## config.mk

```make
export PLATFORM = sky130hd
export DESIGN_NAME = zlma_ctrl
export DESIGN_NICKNAME = d
export VERILOG_FILES = /design/src/rtl/zlma_pkg.sv /design/src/rtl/zlma_ctrl.sv
export VERILOG_INCLUDE_DIRS = /design/src /design/src/rtl
export SDC_FILE = /design/constraint.sdc
export NUM_CORES = 1
export LEC_CHECK = 0
export ABC_AREA = 1
export BUFFER_PORTS_ARGS = -buffer_cell sky130_fd_sc_hd__buf_2
export CORE_MARGIN = 2
export CORE_UTILIZATION = 56
export DETAILED_ROUTE_END_ITERATION = 10
export PLACE_DENSITY_LB_ADDON = 0.05
export SLEW_MARGIN = 20
export SYNTH_ARGS = -nofsm -noshare
export SYNTH_HDL_FRONTEND = slang
export SYNTH_SLANG_ARGS = --single-unit
```

## constraint.sdc

```tcl
create_clock -name clk -period 3.3 [get_ports clk]
set_input_delay 0.165 -clock clk [delete_from_list [all_inputs] [get_ports clk]]
set_output_delay 0.165 -clock clk [all_outputs]
set_load 0.01 [all_outputs]
```

## src/rtl/zero_lag_moving_average_macros.svh

```systemverilog
// ----------------------------------------------------------------------------
// Zero-lag moving average assertion macros
// Shared assertion forms used by the modules of the zero-lag moving average.
// ----------------------------------------------------------------------------
`ifndef ZERO_LAG_MOVING_AVERAGE_MACROS_SVH
`define ZERO_LAG_MOVING_AVERAGE_MACROS_SVH

// The consequent must hold in the same cycle as the antecedent.
`define ZLMA_ASSERT_NOW(label, clk, rst, ante, cons, msg) \
  label: assert property (@(posedge clk) disable iff (rst) (ante) |-> (cons)) \
    else $error(msg);

// The consequent must hold in the cycle after the antecedent.
`define ZLMA_ASSERT_NEXT(label, clk, rst, ante, cons, msg) \
  label: assert property (@(posedge clk) disable iff (rst) (ante) |=> (cons)) \
    else $error(msg);

`endif

```

## src/rtl/zlma_pkg.sv

```systemverilog
// ----------------------------------------------------------------------------
// Zero-lag moving average package
// Widths, constants, register codes and the controller/datapath interface.
// ----------------------------------------------------------------------------
package zlma_pkg;

  // Sample and fixed point format.
  localparam int SAMPLE_W = 32;
  localparam int FRAC_W   = 16;

  // History memory of past present samples.
  localparam int HIST_DEPTH = 256;
  localparam int HIST_AW    = $clog2(HIST_DEPTH);
  localparam int FILL_W     = HIST_AW + 1;

  // Seeding state.
  localparam int COUNT_W = 9;
  localparam logic [COUNT_W-1:0] COUNT_MAX = '1;
  localparam int SUM_W   = 48;
  localparam int SPLIT_W = 24;

  // Lag width: whole part plus one for a fractional part.
  localparam int LAG_W = 9;

  // Shared multiplier and accumulator.
  localparam int MUL_A_W   = SAMPLE_W + 2;
  localparam int MUL_B_W   = FRAC_W + 2;
  localparam int PROD_W    = MUL_A_W + MUL_B_W;
  localparam int ACC_W     = SUM_W + MUL_B_W;
  localparam int HI_PROD_W = ACC_W - SPLIT_W;
  localparam int VALUE_W   = SAMPLE_W + 2;

  localparam logic [FRAC_W:0] Q_ONE = (FRAC_W + 1)'(1 << FRAC_W);
  localparam logic signed [ACC_W-1:0] ROUND_ADD = ACC_W'(1 << (FRAC_W - 1));
  localparam logic signed [ACC_W-1:0] SAT_MAX = ACC_W'((64'sd1 <<< (SAMPLE_W - 1)) - 1);
  localparam logic signed [ACC_W-1:0] SAT_MIN = -SAT_MAX - ACC_W'(1);

  // Configuration port.
  localparam int APB_AW = 5;
  localparam int APB_DW = 32;

  typedef enum logic [2:0] {
    REG_SEED_LEN   = 3'd0,
    REG_SEED_RECIP = 3'd1,
    REG_RATIO      = 3'd2,
    REG_LAG_WHOLE  = 3'd3,
    REG_LAG_FRAC   = 3'd4
  } reg_idx_t;

  localparam logic [8:0]  SEED_LEN_RST   = 9'd10;
  localparam logic [16:0] SEED_RECIP_RST = 17'd6554;
  localparam logic [15:0] RATIO_RST      = 16'd11916;
  localparam logic [7:0]  LAG_WHOLE_RST  = 8'd5;
  localparam logic [15:0] LAG_FRAC_RST   = 16'd32768;

  typedef struct packed {
    logic [8:0]  seed_len;
    logic [16:0] seed_recip;
    logic [15:0] ratio;
    logic [7:0]  lag_whole;
    logic [15:0] lag_frac;
  } cfg_t;

  // How the current item is handled.
  typedef enum logic [2:0] {
    KIND_GAPPED  = 3'd0,
    KIND_MISS    = 3'd1,
    KIND_SEEDING = 3'd2,
    KIND_SEED    = 3'd3,
    KIND_RUN     = 3'd4
  } kind_t;

  // Operand pair fed to the shared multiplier.
  typedef enum logic [2:0] {
    MS_FAR     = 3'd0,
    MS_NEAR    = 3'd1,
    MS_VAL     = 3'd2,
    MS_PREV    = 3'd3,
    MS_SUM_HI  = 3'd4,
    MS_SUM_LO  = 3'd5
  } mul_sel_t;

  typedef enum logic [1:0] {
    ACC_HOLD    = 2'd0,
    ACC_LOAD    = 2'd1,
    ACC_LOAD_HI = 2'd2,
    ACC_ADD     = 2'd3
  } acc_op_t;

  typedef struct packed {
    logic     accept;
    logic     eval;
    mul_sel_t mul_sel;
    acc_op_t  acc_op;
    logic     val_load;
    logic     res_load;
    logic     commit;
  } dp_cmd_t;

  typedef struct packed {
    kind_t kind;
  } dp_status_t;

endpackage

```

## src/rtl/zlma_ctrl.sv

```systemverilog
// ----------------------------------------------------------------------------
// Zero-lag moving average controller
// Sequences one item through the datapath and owns both handshakes.
// ----------------------------------------------------------------------------
`include "zero_lag_moving_average_macros.svh"

module zlma_ctrl (
  input  logic                 clk,
  input  logic                 rst,
  input  logic                 s_tvalid,
  output logic                 s_tready,
  output logic                 m_tvalid,
  input  logic                 m_tready,
  input  zlma_pkg::dp_status_t status,
  output zlma_pkg::dp_cmd_t    cmd
);
  import zlma_pkg::*;

  typedef enum logic [13:0] {
    S_IDLE = 14'b00000000000001,
    S_EVAL = 14'b00000000000010,
    S_SH   = 14'b00000000000100,
    S_SL   = 14'b00000000001000,
    S_SA   = 14'b00000000010000,
    S_MF   = 14'b00000000100000,
    S_MN   = 14'b00000001000000,
    S_IA   = 14'b00000010000000,
    S_VAL  = 14'b00000100000000,
    S_MV   = 14'b00001000000000,
    S_MP   = 14'b00010000000000,
    S_AA   = 14'b00100000000000,
    S_FIN  = 14'b01000000000000,
    S_DONE = 14'b10000000000000
  } state_t;

  state_t state;
  state_t state_next;
  logic   out_free;

  assign out_free = !m_tvalid || m_tready;
  assign s_tready = (state == S_IDLE);

  // Next state and datapath commands.
  always_comb begin
    state_next   = state;
    cmd          = '0;
    cmd.mul_sel  = MS_FAR;
    cmd.acc_op   = ACC_HOLD;
    unique case (state)
      S_IDLE: begin
        cmd.accept = s_tvalid;
        if (s_tvalid) begin
          state_next = S_EVAL;
        end
      end
      S_EVAL: begin
        cmd.eval = 1'b1;
        unique case (status.kind)
          KIND_SEED: state_next = S_SH;
          KIND_RUN:  state_next = S_MF;
          default:   state_next = S_DONE;
        endcase
      end
      // Seed: high and low halves of the sum times the reciprocal.
      S_SH: begin
        cmd.mul_sel = MS_SUM_HI;
        state_next  = S_SL;
      end
      S_SL: begin
        cmd.mul_sel = MS_SUM_LO;
        cmd.acc_op  = ACC_LOAD_HI;
        state_next  = S_SA;
      end
      S_SA: begin
        cmd.acc_op = ACC_ADD;
        state_next = S_FIN;
      end
      // Running average: interpolated lag term, then the weighted blend.
      S_MF: begin
        cmd.mul_sel = MS_FAR;
        state_next  = S_MN;
      end
      S_MN: begin
        cmd.mul_sel = MS_NEAR;
        cmd.acc_op  = ACC_LOAD;
        state_next  = S_IA;
      end
      S_IA: begin
        cmd.acc_op = ACC_ADD;
        state_next = S_VAL;
      end
      S_VAL: begin
        cmd.val_load = 1'b1;
        state_next   = S_MV;
      end
      S_MV: begin
        cmd.mul_sel = MS_VAL;
        state_next  = S_MP;
      end
      S_MP: begin
        cmd.mul_sel = MS_PREV;
        cmd.acc_op  = ACC_LOAD;
        state_next  = S_AA;
      end
      S_AA: begin
        cmd.acc_op = ACC_ADD;
        state_next = S_FIN;
      end
      S_FIN: begin
        cmd.res_load = 1'b1;
        state_next   = S_DONE;
      end
      S_DONE: begin
        cmd.commit = out_free;
        if (out_free) begin
          state_next = S_IDLE;
        end
      end
      default: state_next = S_IDLE;
    endcase
  end

  always_ff @(posedge clk) begin
    if (rst) begin
      state <= S_IDLE;
    end else begin
      state <= state_next;
    end
  end

  // Output valid: set when a result is handed over, cleared when it is taken.
  always_ff @(posedge clk) begin
    if (rst) begin
      m_tvalid <= 1'b0;
    end else if (cmd.commit) begin
      m_tvalid <= 1'b1;
    end else if (m_tready) begin
      m_tvalid <= 1'b0;
    end
  end

  // An accepted item is evaluated in the following cycle.
  `ZLMA_ASSERT_NEXT(a_accept_eval, clk, rst, s_tvalid && s_tready, state == S_EVAL, "accepted item not evaluated")
  // A handed-over result is offered and the block returns to idle.
  `ZLMA_ASSERT_NEXT(a_commit_offer, clk, rst, cmd.commit, m_tvalid && state == S_IDLE, "result not offered after commit")
  // Items that need no arithmetic go straight to hand-over.
  `ZLMA_ASSERT_NEXT(a_short_path, clk, rst, state == S_EVAL && (status.kind == KIND_GAPPED || status.kind == KIND_MISS || status.kind == KIND_SEEDING), state == S_DONE, "short item took the long path")

endmodule

```

==> run summary <==
Leak Pwr - 0.000587 µW
Number of DRC violations after detailed-routing iteration 0 - 19
Clock transition at path regs - 0.09 ns
Post-route ant nets - 0
Hold Path Stages - 2
Avg Cell Area, Syn - 6.15 µm²
Hold Fails Final Rpt - 0
Setup ws final - 1.32 ns
CTS Buf Count - 3
Post-synthesis mux area share - 0%
Initial core utilization - 60.5%
# hold bufs at CTS - 0
Required time worst endpoint - 3.13 ns
Arr. time, crit path - 1.82 ns
Vias in the first global route - 770
Post-Synthesis Cells - 150
Hold Crit Class - input port to register
DR vias/cell - 5.07
Maximum VDD drop - 0.000223 V
Core footprint - 1520 µm²
Post-synthesis net count - 157
Die X - 44.6 µm
Top Metal Used - met4
Critical path's top delay family - simple AND/OR/NAND/NOR gates
Fmax - 504 MHz
Crit path max fanout - 12
Skew final - 0.00413 ns
Total GRT Usage - 22.0%
Routed via count - 943
CP most frequent cell - nand2_1
Fin crit share - 60.1%
Post_cts resized - 0
Worst r2r src - state[10]
FP Rows - 14
CP endpoint kind - output pin
Filler instances - 132
WL/cell - 10.4 µm
Clock Root Buffer - clkbuf_4
Post-CTS Setup Repair Bufs - 0
Post-Route WL - 1.93 mm
GRT overflow - 0
Nets - 178
Worst slew margin - 69.1%
Final Critical Period - 1.98 ns
Worst setup path startpoint - state[10]
Met2 wire len - 963 µm
RSZ-0062 raised after global routing - no
Die ar. - 1990 µm²
Port Buffers - 18
Area grow syn2layout - 13.2%
M1 WL - 800 µm
Pre-CTS setup slack - 1.66 ns
DPL Wire Length - 1.49 mm
Yosys Warn Count - 0
Synth area leaders - dfxtp_1, nand2_1, nor2_1
Total negative slack - 0 ns
Critical hold path startpoint - status[0]
CP max-delay cell - nor2_2
H-tree depth - 1
Seq/Total Area, Yosys - 32.6%
Worst path bufs/invs - 1
ANT cells - 0
Seq cells post-synth - 15
Synth Area in Compound Gates - 2.04%
Buffer depth of the longest clock path - 2
DRC Markers - 0
First-pass GRT wire length - 3.13 mm
Initial antenna violation count - 0
Largest family of logic cells by synthesized area - simple AND/OR/NAND/NOR gates
WP depth - 7
Clk_lat worst skew - 0.29 ns
XOR/XNOR Fraction of Synth Area - 0%
Count of cell types in the netlist - 23
Max-Cap Viols - 0
CP max stage delay - 0.39 ns
Biggest area consumer among synthesized cells - dfxtp_1
Final core occ - 68.5%
Share of cells above drive strength 1 - 21.8%
Post-synth top area share - 32.6%
Die Ht - 44.6 µm
Slew Viols, Final - 0
Critical Path Start Type - register
Met3 WL - 128 µm
R2R depth - 9
CTS Sinks - 15
Kind of critical path - register to output pin
Cell Chain, Critical Path - nor2_1 > nand2_1 > nor2_2 > nand2_1 > and3_1 > nand2_1 > buf_2
I/O pin count - 19
Largest net degree at the start of global routing - 13
Power per cell area - 339 nW/µm²
Area of the mapped netlist - 922 µm²
Tightest Pin Transition - 0.463 ns
Final setup viols - 0
Gpl congestion - 0.929
Adder-cell share of the synthesized area - 0%
Post-synthesis simple-gate area fraction - 53.2%
Status - finished clean
TritonCTS clock tree - yes
Drt first pass iters - 4
[power breakdown]
part | switching, µW | internal [µW]
combinational | 39.0 | 20.2
clock | 61.0 | 47.0
sequential | 2.55 | 184
[logic make-up (layout without fill, tap and decap cells)]
kind of cell    count (synthesis)  count (layout)
compound gates                  3               3
buf+inv                        28              48
flops                          15              15
simple gates                  104             104
[state kept, by name, summed over array words and instances (netlist names)]
signal / cells
m_tvalid: 1
state: 14
[cells in the mapped netlist]
cell type / number
nor2_2: 6
nor2_8: 1
nand3_2: 1
buf_6: 1
and3_1: 1
buf_1: 1
nand4_1: 2
or2_2: 1
o211ai_1: 1
nand2_4: 1
nand2_1: 39
nor4_1: 2
nor2_4: 1
nand4_2: 1
inv_1: 26
o22ai_1: 1
nand2_2: 4
nor3_1: 3
nand3b_1: 1
nor2_1: 35
nand3_1: 5
a21oi_1: 1
dfxtp_1: 15
[per-layer routing]
metal	GRT usage, %	vias up
met1	25.8	402
met2	38.3	38
met5	0	-
li1	-	499
met3	4.08	4
met4	9.70	0
[final timing paths]
check,endpoint,slack [ns]
worst min register to register,m_tvalid,0.60
worst max register to register,state[11],1.64
worst max-delay path,cmd[4],1.32
worst min-delay path,state[5],0.07
[cell usage in the layout, fill, tap and decap left out]
cell type and n:
buf_2 18, nor3_1 3, dfxtp_1 15, inv_1 26
nor2_1 35, nand2_2 4, nand2_4 1, or2_2 1
nand4_1 2, nor2_8 1, clkbuf_4 3, nand3_1 5
and3_1 1, a21oi_1 1, nor2_2 6, nand3_2 1
o22ai_1 1, nand2_1 39, nand4_2 1, nand3b_1 1
o211ai_1 1, nor2_4 1, clkbuf_1 1, nor4_1 2
[cell type report]
cell class	count	area, µm²	area share [%]
Clock buffer	4	26.3	2.52
Multi-Input combinational cell	107	509	48.8
Inverter	26	97.6	9.35
Sequential cell	15	300	28.8
Tap cell	16	20.0	1.92
Timing Repair Buffer	18	90.1	8.63
[per-stage QoR]
| stage | instances | hold slack (ns) | instance area (µm²) | total power [µW] |
|---|---|---|---|---|
| final | 186 | 0.0710 | 1040 | 354 |
| after global routing | 186 | 0.0806 | 1040 | 367 |
| after detailed placement | 182 | 0.371 | 1020 | 249 |
| after CTS | 186 | 0.0653 | 1040 | 355 |
| after global placement | 182 | 0.369 | 1020 | 248 |
| after floorplan | 150 | 0.243 | 922 | 234 |
Power figures use the tool's default switching activity.
