--- config.mk ---
export PLATFORM = sky130hd
export DESIGN_NAME = zlma_cfg
export DESIGN_NICKNAME = d
export VERILOG_FILES = /design/src/rtl/zero_lag_moving_average_macros.svh /design/src/rtl/zlma_pkg.sv /design/src/rtl/zlma_cfg.sv
export SDC_FILE = /design/constraint.sdc
export NUM_CORES = 1
export LEC_CHECK = 0
export ABC_AREA = 1
export ABC_CLOCK_PERIOD_IN_PS = 1000
export BUFFER_PORTS_ARGS = -buffer_cell sky130_fd_sc_hd__buf_2
export CAP_MARGIN = 40
export CORE_UTILIZATION = 27
export CTS_CLUSTER_DIAMETER = 50
export DETAILED_ROUTE_END_ITERATION = 10
export GPL_TIMING_DRIVEN = 1
export HOLD_SLACK_MARGIN = 0.03
export PLACE_DENSITY = 0.63
export SLEW_MARGIN = 40
export SYNTH_ARGS = -nofsm -noshare
export SYNTH_HDL_FRONTEND = slang
export SYNTH_SLANG_ARGS = --single-unit
--- constraint.sdc ---
create_clock -name clk -period 1 [get_ports clk]
set_input_delay 0.05 -clock clk [delete_from_list [all_inputs] [get_ports clk]]
set_output_delay 0.05 -clock clk [all_outputs]
set_load 0.01 [all_outputs]
--- src/rtl/zero_lag_moving_average_macros.svh ---
// ----------------------------------------------------------------------------
// Zero-lag moving average assertion macros
// Shared assertion forms used by the modules of the zero-lag moving average.
// ----------------------------------------------------------------------------
`ifndef ZERO_LAG_MOVING_AVERAGE_MACROS_SVH
`define ZERO_LAG_MOVING_AVERAGE_MACROS_SVH

// The consequent must hold in the same cycle as the antecedent.
`define ZLMA_ASSERT_NOW(label, clk, rst, ante, cons, msg) \
  label: assert property (@(posedge clk) disable iff (rst) (ante) |-> (cons)) \
    else $error(msg);

// The consequent must hold in the cycle after the antecedent.
`define ZLMA_ASSERT_NEXT(label, clk, rst, ante, cons, msg) \
  label: assert property (@(posedge clk) disable iff (rst) (ante) |=> (cons)) \
    else $error(msg);

`endif

--- src/rtl/zlma_pkg.sv ---
// ----------------------------------------------------------------------------
// Zero-lag moving average package
// Widths, constants, register codes and the controller/datapath interface.
// ----------------------------------------------------------------------------
package zlma_pkg;

  // Sample and fixed point format.
  localparam int SAMPLE_W = 32;
  localparam int FRAC_W   = 16;

  // History memory of past present samples.
  localparam int HIST_DEPTH = 256;
  localparam int HIST_AW    = $clog2(HIST_DEPTH);
  localparam int FILL_W     = HIST_AW + 1;

  // Seeding state.
  localparam int COUNT_W = 9;
  localparam logic [COUNT_W-1:0] COUNT_MAX = '1;
  localparam int SUM_W   = 48;
  localparam int SPLIT_W = 24;

  // Lag width: whole part plus one for a fractional part.
  localparam int LAG_W = 9;

  // Shared multiplier and accumulator.
  localparam int MUL_A_W   = SAMPLE_W + 2;
  localparam int MUL_B_W   = FRAC_W + 2;
  localparam int PROD_W    = MUL_A_W + MUL_B_W;
  localparam int ACC_W     = SUM_W + MUL_B_W;
  localparam int HI_PROD_W = ACC_W - SPLIT_W;
  localparam int VALUE_W   = SAMPLE_W + 2;

  localparam logic [FRAC_W:0] Q_ONE = (FRAC_W + 1)'(1 << FRAC_W);
  localparam logic signed [ACC_W-1:0] ROUND_ADD = ACC_W'(1 << (FRAC_W - 1));
  localparam logic signed [ACC_W-1:0] SAT_MAX = ACC_W'((64'sd1 <<< (SAMPLE_W - 1)) - 1);
  localparam logic signed [ACC_W-1:0] SAT_MIN = -SAT_MAX - ACC_W'(1);

  // Configuration port.
  localparam int APB_AW = 5;
  localparam int APB_DW = 32;

  typedef enum logic [2:0] {
    REG_SEED_LEN   = 3'd0,
    REG_SEED_RECIP = 3'd1,
    REG_RATIO      = 3'd2,
    REG_LAG_WHOLE  = 3'd3,
    REG_LAG_FRAC   = 3'd4
  } reg_idx_t;

  localparam logic [8:0]  SEED_LEN_RST   = 9'd10;
  localparam logic [16:0] SEED_RECIP_RST = 17'd6554;
  localparam logic [15:0] RATIO_RST      = 16'd11916;
  localparam logic [7:0]  LAG_WHOLE_RST  = 8'd5;
  localparam logic [15:0] LAG_FRAC_RST   = 16'd32768;

  typedef struct packed {
    logic [8:0]  seed_len;
    logic [16:0] seed_recip;
    logic [15:0] ratio;
    logic [7:0]  lag_whole;
    logic [15:0] lag_frac;
  } cfg_t;

  // How the current item is handled.
  typedef enum logic [2:0] {
    KIND_GAPPED  = 3'd0,
    KIND_MISS    = 3'd1,
    KIND_SEEDING = 3'd2,
    KIND_SEED    = 3'd3,
    KIND_RUN     = 3'd4
  } kind_t;

  // Operand pair fed to the shared multiplier.
  typedef enum logic [2:0] {
    MS_FAR     = 3'd0,
    MS_NEAR    = 3'd1,
    MS_VAL     = 3'd2,
    MS_PREV    = 3'd3,
    MS_SUM_HI  = 3'd4,
    MS_SUM_LO  = 3'd5
  } mul_sel_t;

  typedef enum logic [1:0] {
    ACC_HOLD    = 2'd0,
    ACC_LOAD    = 2'd1,
    ACC_LOAD_HI = 2'd2,
    ACC_ADD     = 2'd3
  } acc_op_t;

  typedef struct packed {
    logic     accept;
    logic     eval;
    mul_sel_t mul_sel;
    acc_op_t  acc_op;
    logic     val_load;
    logic     res_load;
    logic     commit;
  } dp_cmd_t;

  typedef struct packed {
    kind_t kind;
  } dp_status_t;

endpackage

--- src/rtl/zlma_cfg.sv ---
// ----------------------------------------------------------------------------
// Zero-lag moving average configuration registers
// Register bank behind the APB-style port, one register per word.
// ----------------------------------------------------------------------------
module zlma_cfg (
  input  logic                       clk,
  input  logic                       rst,
  input  logic                       psel,
  input  logic                       penable,
  input  logic                       pwrite,
  input  logic [zlma_pkg::APB_AW-1:0] paddr,
  input  logic [zlma_pkg::APB_DW-1:0] pwdata,
  output logic [zlma_pkg::APB_DW-1:0] prdata,
  output logic                       pready,
  output zlma_pkg::cfg_t             cfg
);
  import zlma_pkg::*;

  reg_idx_t idx;
  logic     wr_en;

  assign pready = 1'b1;
  assign idx    = reg_idx_t'(paddr[APB_AW-1:2]);
  assign wr_en  = psel && penable && pwrite && pready;

  // Register writes in the access cycle.
  always_ff @(posedge clk) begin
    if (rst) begin
      cfg.seed_len   <= SEED_LEN_RST;
      cfg.seed_recip <= SEED_RECIP_RST;
      cfg.ratio      <= RATIO_RST;
      cfg.lag_whole  <= LAG_WHOLE_RST;
      cfg.lag_frac   <= LAG_FRAC_RST;
    end else if (wr_en) begin
      unique case (idx)
        REG_SEED_LEN:   cfg.seed_len   <= pwdata[8:0];
        REG_SEED_RECIP: cfg.seed_recip <= pwdata[16:0];
        REG_RATIO:      cfg.ratio      <= pwdata[15:0];
        REG_LAG_WHOLE:  cfg.lag_whole  <= pwdata[7:0];
        REG_LAG_FRAC:   cfg.lag_frac   <= pwdata[15:0];
        default: ;
      endcase
    end
  end

  // Read back the addressed register.
  always_comb begin
    unique case (idx)
      REG_SEED_LEN:   prdata = APB_DW'(cfg.seed_len);
      REG_SEED_RECIP: prdata = APB_DW'(cfg.seed_recip);
      REG_RATIO:      prdata = APB_DW'(cfg.ratio);
      REG_LAG_WHOLE:  prdata = APB_DW'(cfg.lag_whole);
      REG_LAG_FRAC:   prdata = APB_DW'(cfg.lag_frac);
      default:        prdata = '0;
    endcase
  end

endmodule

==> results of run 1 <==
[cell families (layout without fill, tap and decap cells)]
family,Yosys count,count (layout)
AO/OA/AOI/OAI,1,1
buffers and inverters,78,261
flip-flops,66,66
AND/OR/NAND/NOR,374,374
other,2,16
[worst max path at each step]
stage,start,endpoint,slack (ns),depth (start not counted)
2_1_floorplan,paddr[4],cfg[21]$_SDFFE_PP0P_,0.02,8
3_3_place_gp,paddr[2],prdata[8],-0.12,9
3_5_place_dp,paddr[3],cfg[60]$_SDFFE_PP1P_,-0.12,7
4_1_cts,cfg[42]$_SDFFE_PP0P_,prdata[2],-0.21,5
5_1_grt,cfg[19]$_SDFFE_PP0P_,prdata[3],-0.27,5
6_report,cfg[18]$_SDFFE_PP1P_,prdata[2],-0.18,5
[cell type report]
type	count	share of cell area
Clock buffer	13	0.0468
Timing Repair Buffer	210	0.291
Multi-Input combinational cell	391	0.333
Inverter	35	0.0278
Tap cell	168	0.0393
Clock inverter	3	0.00281
Sequential cell	66	0.259
[what timing repair did]
item	in CTS	in global routing
gates cloned	1	0
endpoints found under the setup margin	17	19
hold buffers	13	0
pin swaps	45	30
hold endpoints to repair	19	0
setup buffers	36	10
resized for setup	83	31
[placed cells by master (no fill, tap or decap), drive strengths merged]
cell type	instances
o21ai	1
nand4	12
buf	197
dfxtp	66
inv	35
conb	16
nor2	117
clkinv	3
dlygate4sd3	13
nand3	83
nand2	162
clkbuf	13
[per-layer routing]
layer | vias to the layer above | track usage | part of all wire
met5 | - | 0 | 0
met4 | 0 | 0.0518 | 0.0098
met3 | 11 | 0.0393 | 0.055
met2 | 126 | 0.319 | 0.49
met1 | 1798 | 0.237 | 0.44
li1 | 1980 | - | -
[per-stage QoR]
| stage | area, sq um | std cells |
|---|---|---|
| 2_1_floorplan | 3410 | 535 |
| 3_3_place_gp | 4330 | 812 |
| 3_5_place_dp | 4330 | 812 |
| 4_1_cts | 5240 | 878 |
| 5_1_grt | 5350 | 886 |
| 6_report | 5350 | 886 |
[worst reg2reg max path: stages, from the launching register on]
cell	delay [ns]
dfxtp_2	0.33
buf_4	0.14
nor2_1	0.09
nor2_1	0.05
[where the power goes]
part,internal (mW),switching (mW)
Combinational,0.408,0.506
Sequential,2.67,0.0252
Clock,1.73,1.14
Total,4.81,1.68
==> impl_results.md, run 1 <==
- Most frequent cells after synthesis: 161 x nand2_1, 108 x nor2_1, 80 x nand3_1
- Xor-xnor portion of the synthesized cell area: 0
- Hold Fails Final Rpt: 0
- Layout area overhead: 59.5%
- Seq/Total Area, Yosys: 0.394
- Worst-path cell chain: nand4_1 > nand2_1 > nor2_2 > nand2_1 > buf_2
- Top cell type's share of synthesized area: 0.394
- Synth warn: 0
- Max FFs per register: 66
- Skew-Pair Late Insertion Delay: 0.33 ns
- Crit path max-delay family: simple AND/OR/NAND/NOR gates
- DRT Pass-1 Iters: 4
- Num ports: 141
- Slew Limit Fails: 0
- Die ar.: 0.0129 sq mm
- Core Area: 0.0121 sq mm
- Number of global-route vias before repair: 3518
- Synth Area in Adders: 0
- Mux cell area share after synthesis: 0
- DIE WIDTH: 113 microns
- Min setup slack post-route: -0.177 ns
- Footprint of the multi-input gates: 0.00178 sq mm
- Worst R2R End: cfg[4]$_SDFFE_PP0P_
- Tightest Hold Check Type: primary input to flop
- HPWL after DPL: 8.11 mm
- CP startpoint kind: flop
- Hold path endpoint: cfg[56]$_SDFFE_PP0P_
- Cell taking the most area after synthesis: dfxtp_1
- Cells on worst reg2reg path: 3
- ANT cells: 0
- Cell variety after synth: 20
- CTS sink count: 66
- Tot Pwr: 6.49 mW
- Slowest stage delay, CP: 0.32 ns
- Drt wl/cell: 13.1 microns
- Period utilisation layout: 1.18
- FF-to-FF Start: cfg[4]$_SDFFE_PP0P_
- Port bufs: 107
- GR Overflow Total: 0
- Crit path time final: 1.18 ns
- Largest reg by FF count: cfg
- Largest net degree at the start of global routing: 54
- # setup viols final: 9
- Leak: 2.75 nW
- Worst hold start: pwdata[16]
- Post-synthesis area per instance: 6.44 sq um
- Vias: 3915
- Placer Congestion: 0.838
- TritonCTS clock tree: yes
- Dpl ws: -0.119 ns
- Final ANT Viol Nets: 0
- Final Net Count: 755
- Register area: 0.00139 sq mm
- Starting Density: 0.278
- All-layer global routing usage: 0.187
- Num CTS Buffers: 9
- Synth Area in Compound Gates: 0.00149
- Most used cell, CP: nand2_1
- Fmax: 850 MHz
- 1st-iter DRT viols: 295
- Hold slack: 0.0617 ns
- Die Y-Extent: 113 microns
- Biggest regs: cfg (66)
- Setup Skew: 0 ns
- DR vias/cell: 4.42
- CP Data Arrival Time: 1.13 ns
- Post-synthesis simple-gate area fraction: 0.482
- Worst-path clk slew: 0.05 ns
- RSZ-0062 raised after global routing: yes
- Row count: 40
- Failing checks: negative setup slack
- Kind of end point of the critical path: output pin
- DRC Markers: 0
- WHS Path Cells: 5
- Most numerous cell in the Yosys netlist: nand2_1
- Main synth FF type: dfxtp_1
- Fraction of layout cells with a size suffix above 1: 0.435
- Global-route wire length before repair: 18.4 mm
- Peak supply drop: 781 uV
- H-tree depth: 3
- Worst path slowest cell: dfxtp_2
- Cell Pwr Density: 1210 mW/mm^2
- Req. time, crit path: 0.95 ns
- Final core utilization: 0.443
- Synth Cell Area: 0.00335 sq mm
- Fin Setup TNS: -1.13 ns
- Count of flip-flops with a built-in enable after synthesis: 0
- CP Max Fanout: 2
- Max-cap violations: 0
- Post-synthesis register bit count: 66
- Fillers: 1254
- Leading post-synthesis cells by cell area: dfxtp_1 39%, nand2_1 18%, nor2_1 12%, nand3_1 12%, buf_4 5.1%
- Share of synthesized registers carrying an async set or reset: 0
- Final Routed Wirelength: 11.6 mm
- CP bufs+invs: 1
- Cells after Synth: 521
- Largest family of logic cells by synthesized area: simple AND/OR/NAND/NOR gates
- Status: finished with violations
- Max Root-Sink Buffers: 2
- Initial antenna violation count: 0
- Clock root buffer: clkbuf_16
- Setup CP Type: flop to output pin
- Reg-to-reg setup timing slack: 0.29 ns
(Power assumes the default switching activity.)
==> run 2, diff against run 1 <==
--- a/config.mk
+++ b/config.mk
@@ -9,6 +9,7 @@
 export ABC_CLOCK_PERIOD_IN_PS = 1000
 export BUFFER_PORTS_ARGS = -buffer_cell sky130_fd_sc_hd__buf_2
 export CAP_MARGIN = 40
+export CORE_ASPECT_RATIO = 2
 export CORE_UTILIZATION = 27
 export CTS_CLUSTER_DIAMETER = 50
 export DETAILED_ROUTE_END_ITERATION = 10
==> impl_results.md, run 2 (synthesis gave the netlist of run 1 again) <==
- Status: finished with violations
- Failing checks: negative setup slack
- H-tree depth: 3
- Setup CP Type: flop to output pin
- Largest net degree at the start of global routing: 40
- Slowest stage delay, CP: 0.32 ns
- Number of global-route vias before repair: 3784
- Commonest cells after routing, fill and taps aside: 142 x nand2_1, 101 x nor2_1, 97 x buf_2, 68 x nand3_1, 63 x buf_4
- Row count: 57
- Fmax: 857 MHz
- Clock root buffer: clkbuf_16
- Final Instance Area: 0.00543 sq mm
- CP Max Fanout: 2
- Worst-path cell chain: nand4_1 > nand2_1 > nor2_2 > nand2_1 > buf_2
- Fin cells: 857
- Initial antenna violation count: 0
- All-layer global routing usage: 0.199
- Min setup slack post-route: -0.167 ns
- Peak supply drop: 980 uV
- Hold slack: 0.0700 ns
- # setup viols final: 9
- DRC Markers: 0
- Starting Density: 0.277
- Fraction of layout cells with a size suffix above 1: 0.438
- Hold Fails Final Rpt: 0
- Kind of end point of the critical path: output pin
- Final ANT Viol Nets: 0
- Most used cell, CP: nand2_1
- Core Area: 0.0121 sq mm
- Period utilisation layout: 1.17
- CP Data Arrival Time: 1.12 ns
- Tightest Hold Check Type: primary input to flop
- DRT Pass-1 Iters: 5
- Layout area overhead: 62.0%
- TritonCTS clock tree: yes
- Cell Pwr Density: 1330 mW/mm^2
- GR Overflow Total: 0
- Setup Skew: 0 ns
- Leak: 2.78 nW
- Crit path max-delay family: simple AND/OR/NAND/NOR gates
- CTS sink count: 66
- Worst path slowest cell: dfxtp_2
- Die ar.: 0.0129 sq mm
- Global-route wire length before repair: 19.2 mm
- Biggest regs: cfg (66)
- Req. time, crit path: 0.95 ns
- Placed Instance Area: 0.00435 sq mm
- Largest reg by FF count: cfg
- Fillers: 1253
- Max FFs per register: 66
- Drt wl/cell: 14.5 microns
- RSZ-0062 raised after global routing: yes
- CP startpoint kind: flop
- Final core utilization: 0.448
- Placer Congestion: 0.793
- DIE WIDTH: 80.8 microns
- 1st-iter DRT viols: 146
- Port bufs: 107
- Max Root-Sink Buffers: 2
- Slew Limit Fails: 0
- Die Y-Extent: 160 microns
- Skew-Pair Late Insertion Delay: 0.32 ns
- Tot Pwr: 7.23 mW
- Num ports: 141
- CP bufs+invs: 1
- Worst-path clk slew: 0.06 ns
- Num CTS Buffers: 9
- HPWL after DPL: 8.87 mm
- ANT cells: 0
- Vias: 3939
- Final Routed Wirelength: 12.4 mm
- # placed instances: 792
- Commonest non-fill, non-tap cell in the layout: nand2_1
- Final Net Count: 747
- Max-cap violations: 0
- DR vias/cell: 4.60
- Reg-to-reg setup timing slack: 0.27 ns
- Crit path time final: 1.17 ns
## run 2: path summary, 6_finish.rpt
kind / depth (start not counted) / endpoint / start
setup / recovery: 5 / prdata[3] / cfg[19]$_SDFFE_PP0P_
hold / removal: 5 / cfg[56]$_SDFFE_PP0P_ / pwdata[16]
setup reg to reg: 3 / cfg[31]$_SDFFE_PP1P_ / cfg[31]$_SDFFE_PP1P_
hold reg to reg: 2 / cfg[48]$_SDFFE_PP1P_ / cfg[48]$_SDFFE_PP1P_
## run 2: repair_timing
item | 4_1_cts | 5_1_grt
endpoints found under the hold margin | 19 | 0
setup endpoints to repair | 17 | 22
pin swaps | 22 | 26
setup buffers | 24 | 11
gates resized for setup | 63 | 56
hold buffers | 13 | 0
gates cloned | 2 | 0
## run 2: area by class of cell
| cell class | instances | area, sq um | share of cell area |
|---|---|---|---|
| clock buffer | 10 | 229 | 0.0421 |
| clock inverter | 6 | 115 | 0.0212 |
| inverter | 35 | 144 | 0.0265 |
| multi-input combinational | 391 | 1830 | 0.337 |
| sequential | 66 | 1390 | 0.255 |
| tap | 147 | 184 | 0.0339 |
| timing repair buffer | 201 | 1530 | 0.282 |
| timing repair inverter | 1 | 7.51 | 0.00138 |
## run 2: stage by stage
step / setup TNS (ns) / setup WS [ns]
after CTS: -1.24 / -0.187
after global routing: -1.79 / -0.279
after detailed placement: -4.93 / -0.118
final: -1.04 / -0.167
after floorplan: 0 / 0.0209
after global placement: -3.83 / -0.108
## run 2: where the power goes
group	internal, mW	switching, mW
combinational	0.403	0.513
clock	2.44	1.18
sequential	2.67	0.0277
total	5.51	1.72
## run 2: tightest hold or removal path: cells and delay by family
family | cells | cell delay, ns
buffers and inverters | 2 | 0.13
and+or+nand+nor | 3 | 0.19
## run 2: per-layer routing
metal	share of wire	track usage
met1	0.36	0.203
met2	0.55	0.361
met3	0.050	0.0360
met4	0.043	0.116
met5	0	0
==> run 3, diff against run 2 <==
--- a/config.mk
+++ b/config.mk
@@ -10,7 +10,9 @@
 export BUFFER_PORTS_ARGS = -buffer_cell sky130_fd_sc_hd__buf_2
 export CAP_MARGIN = 40
 export CORE_ASPECT_RATIO = 2
+export CORE_MARGIN = 5
 export CORE_UTILIZATION = 27
+export CTS_BUF_LIST = sky130_fd_sc_hd__clkbuf_16
 export CTS_CLUSTER_DIAMETER = 50
 export DETAILED_ROUTE_END_ITERATION = 10
 export GPL_TIMING_DRIVEN = 1
==> impl_results.md, run 3 (synthesis gave the netlist of run 1 again) <==
- Status: finished with violations
- Failing checks: negative setup slack
- CP Data Arrival Time: 1.14 ns
- Worst R2R End: cfg[31]$_SDFFE_PP1P_
- RSZ-0062 raised after global routing: yes
- GR Overflow Total: 0
- Port bufs: 107
- Biggest regs: cfg (66)
- CP startpoint kind: flop
- Period utilisation layout: 1.19
- Placer Congestion: 0.891
- Cell Pwr Density: 1240 mW/mm^2
- Most used cell, CP: nand2_1
- WHS Path Cells: 5
- Final Net Count: 753
- Die Y-Extent: 168 microns
- Hold path endpoint: cfg[38]$_SDFFE_PP0P_
- # setup viols final: 10
- Final ANT Viol Nets: 0
- HPWL after DPL: 9.58 mm
- Core Area: 0.0122 sq mm
- Crit path time final: 1.19 ns
- Hold Fails Final Rpt: 0
- Layout area overhead: 61.1%
- Max-cap violations: 0
- DR vias/cell: 4.64
- Worst path slowest cell: dfxtp_2
- Slowest stage delay, CP: 0.32 ns
- Vias: 4008
- Num ports: 141
- Tightest Hold Check Type: primary input to flop
- Skew-Pair Late Insertion Delay: 0.32 ns
- Clock root buffer: clkbuf_16
- Commonest cells after routing, fill and taps aside: 143 x nand2_1, 102 x nor2_1, 94 x buf_2, 70 x nand3_1, 69 x buf_4
- Final Routed Wirelength: 12.9 mm
- Fmax: 840 MHz
- Drt wl/cell: 15.0 microns
- DRT Pass-1 Iters: 4
- Largest net degree at the start of global routing: 34
- 1st-iter DRT viols: 199
- Final core utilization: 0.443
- H-tree depth: 3
- Max Root-Sink Buffers: 2
- Req. time, crit path: 0.95 ns
- Number of global-route vias before repair: 3881
- Worst-path cell chain: nand4_1 > nand2_1 > nor2_2 > nand2_1 > buf_2
- CP Max Fanout: 2
- Commonest non-fill, non-tap cell in the layout: nand2_1
- Leak: 2.81 nW
- Slew Limit Fails: 0
- Num CTS Buffers: 9
- ANT cells: 0
- DIE WIDTH: 88.8 microns
- Setup Skew: 0 ns
- Min setup slack post-route: -0.191 ns
- CTS sink count: 66
- Peak supply drop: 830 uV
- Cells on worst reg2reg path: 3
- Worst-path clk slew: 0.06 ns
- Reg-to-reg setup timing slack: 0.28 ns
- TritonCTS clock tree: yes
- All-layer global routing usage: 0.176
- Largest reg by FF count: cfg
- Fraction of layout cells with a size suffix above 1: 0.440
- FF-to-FF Start: cfg[31]$_SDFFE_PP1P_
- Row count: 57
- Initial antenna violation count: 0
- Kind of end point of the critical path: output pin
- DRC Markers: 0
- Die ar.: 0.0149 sq mm
- Setup CP Type: flop to output pin
- Starting Density: 0.275
- Global-route wire length before repair: 20.1 mm
- Tot Pwr: 6.68 mW
- Worst hold start: pwdata[14]
- Max FFs per register: 66
## run 3: what timing repair did
| action | 4_1_cts | 5_1_grt |
|---|---|---|
| hold buffers | 14 | 0 |
| pin swaps | 35 | 24 |
| setup buffers | 31 | 7 |
| gates cloned | 2 | 0 |
| setup endpoints to repair | 16 | 21 |
| hold endpoints to repair | 20 | 0 |
| resized for setup | 69 | 50 |
## run 3: report_power, final
group          total, mW  switching [mW]  internal (mW)
sequential          2.70          0.0280           2.67
clock               3.06            1.16           1.90
combinational      0.923           0.512          0.411
total               6.68            1.70           4.98
## run 3: final cells by class
type | count | area [sq um]
flip-flops and latches | 66 | 1390
well taps | 147 | 184
multi-input cells | 391 | 1820
repair inverters | 1 | 7.51
clock buffers | 9 | 225
repair buffers | 207 | 1580
fillers | 1242 | 6790
clock inverters | 7 | 61.3
inverters | 35 | 139
## run 3: per-layer routing
layer	global-route usage	vias up	wire length [microns]	share of wire
li1	-	1972	-	-
met1	0.183	1875	4480	0.35
met2	0.324	126	7220	0.56
met3	0.0290	35	649	0.050
met4	0.0901	0	561	0.043
met5	0	-	0	0
## run 3: stage by stage
step | setup TNS, ns | hold WS (ns) | std cells | setup slack, ns | area [sq um]
floorplan | 0 | 0.176 | 535 | 0.0209 | 3410
finish | -1.21 | 0.0878 | 863 | -0.191 | 5400
global route | -1.90 | 0.115 | 863 | -0.239 | 5400
CTS | -1.39 | 0.0877 | 856 | -0.221 | 5180
detailed placement | -5.61 | 0.287 | 793 | -0.127 | 4330
global placement | -4.95 | 0.281 | 793 | -0.147 | 4330
## run 3: worst max path at each step
stage,cells after the start,from,end
after detailed placement,10,paddr[3],prdata[1]
after global placement,10,paddr[3],prdata[1]
after CTS,5,cfg[19]$_SDFFE_PP0P_,prdata[3]
final,5,cfg[19]$_SDFFE_PP0P_,prdata[3]
after global routing,5,cfg[44]$_SDFFE_PP1P_,prdata[4]
after floorplan,8,paddr[4],cfg[21]$_SDFFE_PP0P_
## run 3: critical path, delay by kind of cell (launching register included)
kind | cells | cell delay (ns)
buffers and inverters | 1 | 0.14
DFF | 1 | 0.32
and+or+nand+nor | 4 | 0.35
